[src/hw/rtl/fam_pkg.sv]
`timescale 1ns / 1ps
`default_nettype none

package fam_pkg;

  // Fixed-point constants of the smoothing arithmetic.
  localparam int unsigned FRAC_BITS   = 16;
  localparam logic [16:0] ALPHA_ONE   = 17'd65536;
  localparam logic [16:0] ALPHA_MIN   = 17'd655;
  localparam logic [18:0] DECAY_K_Q16 = 19'd434923;
  localparam logic [6:0]  SEEN_MAX    = 7'd127;
  localparam logic [5:0]  PERIOD_RST  = 6'd16;
  localparam logic [5:0]  PERIOD_MIN  = 6'd2;
  localparam int unsigned DIV_STEPS   = 30;
  localparam int unsigned SQR_STEPS   = 16;
  localparam int unsigned EXP_STEPS   = 16;

  // Sequencer states.
  typedef enum logic [3:0] {
    ST_IDLE,
    ST_SETUP,
    ST_SCAN,
    ST_RANGE,
    ST_PROD,
    ST_CLASS,
    ST_DIV,
    ST_SQR,
    ST_EXPY,
    ST_EXPM,
    ST_ALPHA,
    ST_UPD1,
    ST_UPD2,
    ST_DONE
  } fam_state_t;

  // Commands from the sequencer to the datapath.
  typedef struct packed {
    logic       accept;
    logic       setup;
    logic       scan;
    logic       range;
    logic       prod;
    logic       classify;
    logic       div;
    logic       sqr;
    logic       expy;
    logic       expm;
    logic [3:0] idx;
    logic       alpha;
    logic       upd1;
    logic       upd2;
    logic       emit;
  } fam_cmd_t;

  // Status from the datapath to the sequencer.
  typedef struct packed {
    logic first;
    logic scan_done;
    logic need_log;
  } fam_sts_t;

  // Floor square root, evaluated at elaboration only.
  function automatic logic [63:0] isqrt64(input logic [63:0] v);
    logic [63:0] rem;
    logic [63:0] res;
    logic [63:0] bitv;
    rem = v;
    res = '0;
    for (int i = 31; i >= 0; i--) begin
      bitv = 64'd1 << (2 * i);
      if (rem >= res + bitv) begin
        rem = rem - (res + bitv);
        res = (res >> 1) + bitv;
      end else begin
        res = res >> 1;
      end
    end
    return res;
  endfunction

  // Q30 factor 2^(-2^-(j+1)) built by repeated floor square roots.
  function automatic logic [30:0] root_factor(input logic [4:0] j);
    logic [63:0] c;
    c = isqrt64(64'd1 << 59);
    for (int i = 0; i < 16; i++) begin
      if (i < int'(j)) begin
        c = isqrt64(c << 30);
      end
    end
    return c[30:0];
  endfunction

endpackage

`default_nettype wire

[src/hw/rtl/fam_ctrl.sv]
`timescale 1ns / 1ps
`default_nettype none

module fam_ctrl (
  input  wire logic              clk,
  input  wire logic              rst_n,
  input  wire logic              in_valid,
  output logic                   in_stall,
  output logic                   out_valid,
  input  wire logic              out_stall,
  input  wire fam_pkg::fam_sts_t sts,
  output fam_pkg::fam_cmd_t      cmd
);

  fam_pkg::fam_state_t state_r, state_nxt;
  logic [4:0]          cnt_r, cnt_nxt;
  logic                ovalid_r, ovalid_nxt;

  // State, iteration counter and output-valid registers.
  always_ff @(posedge clk) begin
    if (!rst_n) begin
      state_r  <= fam_pkg::ST_IDLE;
      cnt_r    <= '0;
      ovalid_r <= 1'b0;
    end else begin
      state_r  <= state_nxt;
      cnt_r    <= cnt_nxt;
      ovalid_r <= ovalid_nxt;
    end
  end

  // Next state and commands.
  always_comb begin
    cmd        = '0;
    state_nxt  = state_r;
    cnt_nxt    = cnt_r;
    ovalid_nxt = ovalid_r && out_stall;
    case (state_r)
      fam_pkg::ST_IDLE: begin
        if (in_valid) begin
          cmd.accept = 1'b1;
          state_nxt  = fam_pkg::ST_SETUP;
        end
      end
      fam_pkg::ST_SETUP: begin
        cmd.setup = 1'b1;
        state_nxt = sts.first ? fam_pkg::ST_DONE : fam_pkg::ST_SCAN;
      end
      fam_pkg::ST_SCAN: begin
        cmd.scan = 1'b1;
        if (sts.scan_done) begin
          state_nxt = fam_pkg::ST_RANGE;
        end
      end
      fam_pkg::ST_RANGE: begin
        cmd.range = 1'b1;
        state_nxt = fam_pkg::ST_PROD;
      end
      fam_pkg::ST_PROD: begin
        cmd.prod  = 1'b1;
        state_nxt = fam_pkg::ST_CLASS;
      end
      fam_pkg::ST_CLASS: begin
        cmd.classify = 1'b1;
        cnt_nxt      = '0;
        state_nxt    = sts.need_log ? fam_pkg::ST_DIV : fam_pkg::ST_EXPY;
      end
      fam_pkg::ST_DIV: begin
        cmd.div = 1'b1;
        cnt_nxt = cnt_r + 5'd1;
        if (cnt_r == 5'(fam_pkg::DIV_STEPS - 1)) begin
          cnt_nxt   = '0;
          state_nxt = fam_pkg::ST_SQR;
        end
      end
      fam_pkg::ST_SQR: begin
        cmd.sqr = 1'b1;
        cnt_nxt = cnt_r + 5'd1;
        if (cnt_r == 5'(fam_pkg::SQR_STEPS - 1)) begin
          cnt_nxt   = '0;
          state_nxt = fam_pkg::ST_EXPY;
        end
      end
      fam_pkg::ST_EXPY: begin
        cmd.expy  = 1'b1;
        cnt_nxt   = '0;
        state_nxt = fam_pkg::ST_EXPM;
      end
      fam_pkg::ST_EXPM: begin
        cmd.expm = 1'b1;
        cmd.idx  = cnt_r[3:0];
        cnt_nxt  = cnt_r + 5'd1;
        if (cnt_r == 5'(fam_pkg::EXP_STEPS - 1)) begin
          cnt_nxt   = '0;
          state_nxt = fam_pkg::ST_ALPHA;
        end
      end
      fam_pkg::ST_ALPHA: begin
        cmd.alpha = 1'b1;
        state_nxt = fam_pkg::ST_UPD1;
      end
      fam_pkg::ST_UPD1: begin
        cmd.upd1  = 1'b1;
        state_nxt = fam_pkg::ST_UPD2;
      end
      fam_pkg::ST_UPD2: begin
        cmd.upd2  = 1'b1;
        state_nxt = fam_pkg::ST_DONE;
      end
      fam_pkg::ST_DONE: begin
        // Hand the result to the output register once it is free.
        if (!ovalid_r || !out_stall) begin
          cmd.emit   = 1'b1;
          ovalid_nxt = 1'b1;
          state_nxt  = fam_pkg::ST_IDLE;
        end
      end
      default: begin
        state_nxt = fam_pkg::ST_IDLE;
      end
    endcase
  end

  assign in_stall  = (state_r != fam_pkg::ST_IDLE);
  assign out_valid = ovalid_r;

endmodule

`default_nettype wire

[config.mk]
export PLATFORM = sky130hd
export DESIGN_NAME = fam_ctrl
export DESIGN_NICKNAME = d
export VERILOG_FILES = /design/src/hw/rtl/fam_pkg.sv /design/src/hw/rtl/fam_ctrl.sv
export SDC_FILE = /design/constraint.sdc
export NUM_CORES = 1
export LEC_CHECK = 0
export BUFFER_PORTS_ARGS = -buffer_cell sky130_fd_sc_hd__buf_2
export CORE_AREA = 4 4 46 48
export CTS_BUF_LIST = sky130_fd_sc_hd__clkbuf_4 sky130_fd_sc_hd__clkbuf_8 sky130_fd_sc_hd__clkbuf_16
export CTS_CLUSTER_DIAMETER = 100
export DETAILED_ROUTE_END_ITERATION = 7
export DIE_AREA = 0 0 50 52
export GPL_ROUTABILITY_DRIVEN = 0
export PLACE_DENSITY = 0.78
export SYNTH_ARGS = -nofsm -noshare
export SYNTH_HDL_FRONTEND = slang
export SYNTH_SLANG_ARGS = --single-unit
[constraint.sdc]
create_clock -name clk -period 2.57 [get_ports clk]
set_input_delay 0.514 -clock clk [delete_from_list [all_inputs] [get_ports clk]]
set_output_delay 0.514 -clock clk [all_outputs]
set_load 0.05 [all_outputs]
Yosys cells after proc, flatten, opt, wreduce, memory -nomap -nowiden
Cells that the tools add are included.
- register bits after elaboration: 10
- latch bits: 0
- memory bits (writable): 0
- memory bits (read-only): 0
- bits of input ports: 7
- output and inout bits: 20
- logic and storage cells: 65
- memories: 0
- $add $sub $neg: 1
- $mul: 0
- divide/modulo/power cells: 0
- magnitude comparators: 0
- equal/unequal tests: 21
- shift operators: 0
- multiplexer cells: 30
- bitwise gates (word level): 0
- reductions and logical operators: 10
- operators by type and width (kind ; number):
    4-bit case mux with 14 select lines ; 1
    4-bit two-way mux ; 8
    4-bit == test, second input constant ; 6
    1-bit two-way mux ; 17
    4-bit by 3-bit == test with 1-bit output, second input constant ; 4
    5-bit two-way mux ; 3
    5-bit case mux with 3 select lines ; 1
    2-bit inequality test, second input constant ; 6
    4-bit by 2-bit == test with 1-bit output, second input constant ; 2
    6-bit AND reduction ; 1
    5-bit by 1-bit adder with 5-bit output, second input constant ; 1
    5-bit by 4-bit == test with 1-bit output, second input constant ; 1
    5-bit == test, second input constant ; 1
    4-bit by 1-bit == test with 1-bit output, second input constant ; 1
    4-bit logical NOT ; 1
    4-bit nonzero test ; 1
    2-bit OR reduction ; 2
    3-bit nonzero test ; 1
    1-bit logical NOT ; 2
    1-bit logical AND ; 1
    1-bit logical OR ; 1

Depth between registers and ports, before layout
Gate-level depths: netlist (run 1).
- depth after elaboration: 4
- depth in mapped cells: 9
- mapped depth without buffers: 9

Least setup slack after synthesis (run 1)
No wires, ideal clock.
- path kind: register -> output
- start point: register state_r[3]
- end point: output port cmd[4] (netlist bit)
- data arrival time: 2.125 ns
- setup slack: -0.069 ns
- cell stages (with the launch flop): 5
- cell sequence: dfxtp_1 clkbuf_1 nand2b_1 nor2_1 and2_1
- RTL lines (what ; line ; RTL):
    start, declared ; fam_ctrl.sv:15 ; fam_pkg::fam_state_t state_r, state_nxt;
    start signal, assigned ; fam_ctrl.sv:22 ; state_r <= fam_pkg::ST_IDLE;
    start signal, assigned ; fam_ctrl.sv:26 ; state_r <= state_nxt;
    end, declared ; fam_ctrl.sv:12 ; output fam_pkg::fam_cmd_t cmd

==> results.py, run 1 <==
metrics = {
    "run_status": {
        "outcome": "finished, final reports clean",
    },
    "global_route": {
        "met2_usage_pct": 29.3,
        "grt.total_usage_pct": 17.3,
        "grt-busiest-layer": "met2",
        "grt_pass1_wl_mm": 3.60,
        "use_met3_pct": 2.87,
        "antenna_found_initial": 0,
        "grt_max_degree": 22,
        "met1_usage_pct": 22.0,
        "grt_pass1_vias": 836,
        "grt_overflow": 0,
    },
    "synthesis": {
        "synthFlopType": "dfxtp_1",
        "ys_types": 37,
        "synth_area_sq_um": 852,
        "async_flop_share_pct": 0,
        "syn_avg_cell_area_sq_um": 7.47,
        "yosys.area.top_type": "dfxtp_1",
        "synth-seq-cells": 10,
        "synth.top_cell.area_share_pct": 23.5,
        "synth.most_common_cell": "nor2_1",
        "ys_seq_area_share_pct": 23.5,
        "synth_nets": 125,
        "ys_top_cells_by_area": "dfxtp_1 23%, nor2_1 6.2%, ha_1 5.9%, nor3_1 4.7%, and2_1 3.7%",
        "synth-edff-count": 0,
        "yosys_warnings": 0,
        "synth_common_cells": "14 x nor2_1, 10 x dfxtp_1, 8 x nand2_1, 8 x nor3_1",
        "syn_inst": 114,
    },
    "hold_path": {
        "holdCritStartpoint": "out_valid",
        "worst_hold_path_type": "reg2reg",
        "min_to": "out_valid",
        "hold_depth": 2,
    },
    "clock_tree": {
        "h-tree-depth": 1,
        "post_cts_resized": 0,
        "clkSlewWorstSetupHoldPaths_ns": 0.07,
        "cts_made_buffers": 3,
        "cts_tree": "yes",
        "clock_sinks": 10,
        "hold_buffers": 0,
        "clockBufferDepth": 2,
        "post_cts_buffers": 0,
        "clk_latency_ns": 0.26,
        "root_buffer": "clkbuf_4",
    },
    "sta": {
        "max_freq_mhz": 417,
        "worst_slew_pin_slew_ns": 0.650,
        "fin_tns_setup_ns": 0,
        "finalCritPeriodShare_pct": 93.3,
        "skew_ns": 0.00306,
        "min_period_ns": 2.40,
        "timing.hold.ws_ns": 0.516,
        "maxSlewHeadroom_pct": 56.6,
        "hold_viol_final": 0,
        "maxSlewViolCount": 0,
        "grt_setup_unrepaired": "false",
        "setup_violations": 0,
    },
    "drt": {
        "wl_mm": 2.07,
        "vias": 897,
        "wire_per_inst_um": 12.9,
        "ant_nets": 0,
        "drc_errors": 0,
        "firstDrtPassIters": 4,
        "vias_per_cell": 5.57,
        "drtIter0Drc": 21,
    },
    "floorplan": {
        "die_h_um": 52,
        "die_w_um": 50,
        "core_area_sq_mm": 0.00171,
        "placementRows": 15,
        "die-area_sq_mm": 0.00260,
        "initial_core_util_pct": 49.9,
        "io_pins": 27,
    },
    "critical_path": {
        "reg2reg_slack_ns": 0.64,
        "worstSetupEndpointType": "primary output",
        "reg2reg_depth": 9,
        "r2r-end": "state_r[1]",
        "path_max_fanout": 21,
        "arrival_ns": 1.88,
        "startpoint_type": "register",
        "rr_startpoint": "cnt_r[0]",
        "critical_path_class": "reg2out",
        "crit_required_ns": 2.06,
    },
    "finish": {
        "finalNetCount": 149,
        "num_antenna_cells": 0,
        "drive_above_1_share_pct": 26.5,
        "area_growth_pct": 18.5,
    },
    "run": {
        "max-cap-violations": 0,
    },
    "power_and_ir_drop": {
        "leakage_nw": 0.474,
        "p_per_area_mw_per_mm2": 1210,
        "vdd_drop_max_uv": 720,
    },
    "placed_design": {
        "port_buffers": 26,
        "dp_hpwl_mm": 1.56,
    },
}
## metal layers
| layer | routed length (um) | up-vias |
|---|---|---|
| met1 | 932 | 420 |
| li1 | - | 445 |
| met3 | 109 | 2 |
| met5 | 0 | - |
| met4 | 14 | 0 |
| met2 | 1020 | 30 |
## cells in the final DEF (no fill, tap or decap), types with 3 or more instances in the layout
cell      count
buf_2        26
nor2_1       13
dfxtp_1      10
nand2_1       8
nor3_1        8
and2_1        5
nand2b_1      5
a21oi_1       5
o21ai_0       5
inv_1         4
nor2b_1       4
ha_1          4
nand3_1       3
nand3b_1      3
o22ai_1       3
clkbuf_4      3
## worst max-delay path: stages (launching register included)
cell and delay, ns:
dfxtp_1 0.74, nand2b_1 0.26, nor2_2 0.19, and2_1 0.16
buf_2 0.26
## layout make-up
class	instances	area, sq um
Inverter	4	15.0
Fill cell	152	698
Sequential cell	10	200
Clock buffer	3	22.5
Timing Repair Buffer	27	138
Multi-Input combinational cell	92	603
Tap cell	25	31.3
## registers in the layout (all words and copies together) (netlist names)
name and cells:
cnt_r 5, state_r 4, out_valid 1
## where the power goes
| part | switching (W) | leakage (nW) | total (W) | internal, W |
|---|---|---|---|---|
| clock | 0.0000519 | 0.0138 | 0.000106 | 0.0000539 |
| sequential | 0.000145 | 0.0817 | 0.000352 | 0.000206 |
| combinational | 0.000489 | 0.378 | 0.000763 | 0.000275 |
## how the worst max path moves through the flow
stage,endpoint,slack (ns),cells past startpoint,start
detailed placement,cmd[7],0.49,4,state_r[0]
CTS,cmd[7],0.20,4,state_r[0]
finish,cmd[7],0.17,4,state_r[0]
global placement,cmd[4],0.51,4,state_r[0]
floorplan,cmd[5],0.09,3,state_r[3]
global route,cmd[7],0.05,4,state_r[0]
## cell families (layout without fill, tap and decap cells)
logic type                 Yosys count  count (layout)  share of synthesized area, %
buffers and inverters               12              34                          6.02
xor gates and xnor gates             3               3                          3.08
adders and majority gates            4               4                          5.87
and+or+nand+nor                     58              58                          37.3
muxes                                2               2                          2.35
AOI/OAI and AO/OA                   25              25                          21.9
DFF                                 10              10                          23.5
## stage by stage
stage	worst slack [ns]	util (%)	power [W]	std cells	instance area [sq um]
global route	0.0485	59.1	0.00132	161	1010
global placement	0.514	57.8	0.00109	158	987
detailed placement	0.487	57.8	0.00111	158	987
CTS	0.204	59.1	0.00122	161	1010
finish	0.172	59.1	0.00122	161	1010
floorplan	0.0886	-	0.000962	114	855
Note: power is estimated with default switching activity, not from simulation.
==> run 2: changes to the inputs <==
--- a/config.mk
+++ b/config.mk
@@ -6,13 +6,15 @@
 export NUM_CORES = 1
 export LEC_CHECK = 0
 export BUFFER_PORTS_ARGS = -buffer_cell sky130_fd_sc_hd__buf_2
-export CORE_AREA = 4 4 46 48
+export CELL_PAD_IN_SITES_DETAIL_PLACEMENT = 0
+export CELL_PAD_IN_SITES_GLOBAL_PLACEMENT = 1
+export CORE_AREA = 4 4 53 55
 export CTS_BUF_LIST = sky130_fd_sc_hd__clkbuf_4 sky130_fd_sc_hd__clkbuf_8 sky130_fd_sc_hd__clkbuf_16
 export CTS_CLUSTER_DIAMETER = 100
 export DETAILED_ROUTE_END_ITERATION = 7
-export DIE_AREA = 0 0 50 52
+export DIE_AREA = 0 0 57 59
 export GPL_ROUTABILITY_DRIVEN = 0
-export PLACE_DENSITY = 0.78
+export PLACE_DENSITY_LB_ADDON = 0.1
 export SYNTH_ARGS = -nofsm -noshare
 export SYNTH_HDL_FRONTEND = slang
 export SYNTH_SLANG_ARGS = --single-unit
==> constraint.sdc (replaced) <==
create_clock -name clk -period 2.57 [get_ports clk]
set_input_delay 0.1285 -clock clk [delete_from_list [all_inputs] [get_ports clk]]
set_output_delay 0.1285 -clock clk [all_outputs]
set_load 0.05 [all_outputs]
==> results.py, run 2 (synthesis gave the netlist of run 1 again) <==
metrics = {
    "clock_tree": {
        "root_buffer": "clkbuf_4",
        "clk_latency_ns": 0.26,
        "cts_tree": "yes",
        "clkSlewWorstSetupHoldPaths_ns": 0.07,
        "post_cts_resized": 0,
        "clockBufferDepth": 2,
        "post_cts_buffers": 0,
        "clock_sinks": 10,
        "cts_made_buffers": 3,
        "hold_buffers": 0,
        "h-tree-depth": 1,
    },
    "power_and_ir_drop": {
        "leakage_nw": 0.497,
        "p_per_area_mw_per_mm2": 1220,
        "vdd_drop_max_uv": 526,
    },
    "finish": {
        "final_cell_mix": "26 x buf_2, 14 x nor2_1, 10 x dfxtp_1, 8 x nand2_1, 8 x nor3_1",
        "largest_reg_flops": 5,
        "regMostFlops": "cnt_r",
        "nFillCells": 262,
        "area_growth_pct": 23.2,
        "finalNetCount": 152,
        "regArea_sq_um": 200,
        "final_common_cell": "buf_2",
        "design_area_sq_mm": 0.00105,
        "drive_above_1_share_pct": 27.9,
        "multiInputGateArea_sq_um": 601,
        "num_antenna_cells": 0,
    },
    "drt": {
        "vias": 879,
        "vias_per_cell": 5.17,
        "wire_per_inst_um": 12.6,
        "firstDrtPassIters": 4,
        "drc_errors": 0,
        "ant_nets": 0,
        "wl_mm": 2.14,
        "drtIter0Drc": 10,
    },
    "global_route": {
        "grt.total_usage_pct": 14.2,
        "grt-busiest-layer": "met2",
        "antenna_found_initial": 0,
        "met1_usage_pct": 19.2,
        "grt_pass1_wl_mm": 3.78,
        "use_met3_pct": 3.49,
        "grt_max_degree": 18,
        "met2_usage_pct": 22.0,
        "grt_overflow": 0,
        "grt_pass1_vias": 824,
    },
    "placed_design": {
        "dp_slack_ns": 0.649,
        "port_buffers": 26,
        "dpl-instance-area_sq_mm": 0.00101,
        "dp_hpwl_mm": 1.64,
    },
    "floorplan": {
        "die_w_um": 57,
        "initial_core_util_pct": 35.7,
        "core_area_sq_mm": 0.00239,
        "io_pins": 27,
        "die-area_sq_mm": 0.00336,
        "die_h_um": 59,
        "placementRows": 18,
    },
    "sta": {
        "worst_slack_ns": 0.568,
        "maxSlewViolCount": 0,
        "skew_ns": 0.00358,
        "hold_viol_final": 0,
        "fin_tns_setup_ns": 0,
        "timing.hold.ws_ns": 0.150,
        "finalCritPeriodShare_pct": 77.9,
        "worst_slew_pin_slew_ns": 0.480,
        "grt_setup_unrepaired": "false",
        "min_period_ns": 2.00,
        "max_freq_mhz": 500,
        "maxSlewHeadroom_pct": 67.9,
        "setup_violations": 0,
    },
    "critical_path": {
        "path_max_fanout": 14,
        "startpoint_type": "register",
        "slowest_stage": "dfxtp_1",
        "reg2reg_depth": 9,
        "critical_path_class": "reg2out",
        "slowest_delay_ns": 0.62,
        "worstSetupEndpointType": "primary output",
        "crit_required_ns": 2.44,
        "arrival_ns": 1.87,
        "reg2reg_slack_ns": 0.64,
        "cp_cell_sequence": "buf_4, nand2b_1, nor2_1, and2_1, buf_2",
        "crit_cells": 5,
        "critical-path-top-delay-family": "flip-flops",
        "worst-path-buf-inv": 2,
    },
    "hold_path": {
        "worst_hold_path_type": "in2reg",
        "hold_depth": 3,
    },
    "run": {
        "max-cap-violations": 0,
    },
    "run_status": {
        "outcome": "finished, final reports clean",
    },
}
[run 2: cell types whose count changed in the layout (fill, tap and decap cells not counted), sizes merged]
cell	change
clkbuf	+1
buf	+3
[run 2: layer usage]
layer / vias to the layer above / share of wire (%)
li1: 459 / -
met3: 2 / 5.0
met5: - / 0
met4: 0 / 0.61
met1: 396 / 50
met2: 22 / 44
[run 2: worst min-delay path, cell delays in order]
cell and delay (ns):
buf_2 0.10, nand2_1 0.07, a21boi_0 0.07
[run 2: final timing paths]
path	start	endpoint
worst max-delay path	state_r[0]	cmd[4]
worst max register to register	cnt_r[0]	state_r[1]
worst min register to register	out_valid	out_valid
worst min-delay path	out_stall	out_valid
[run 2: area by class of cell]
class                           instances  area share [%]
Timing Repair Buffer                   30            15.3
Clock buffer                            4            3.46
Tap cell                               30            3.58
Inverter                                4            1.43
Multi-Input combinational cell         92            57.2
Sequential cell                        10            19.1
[run 2: report_power, final]
group	switching, W	internal, W
logic	0.000543	0.000297
clock network	0.0000594	0.0000859
registers	0.0000929	0.000206
[run 2: per-stage QoR]
stage | util, % | cells | total power, W
finish | 44.0 | 170 | 0.00128
global route | 44.0 | 170 | 0.00140
CTS | 44.0 | 170 | 0.00130
detailed placement | 42.5 | 166 | 0.00115
global placement | 42.5 | 166 | 0.00115
floorplan | - | 114 | 0.000959
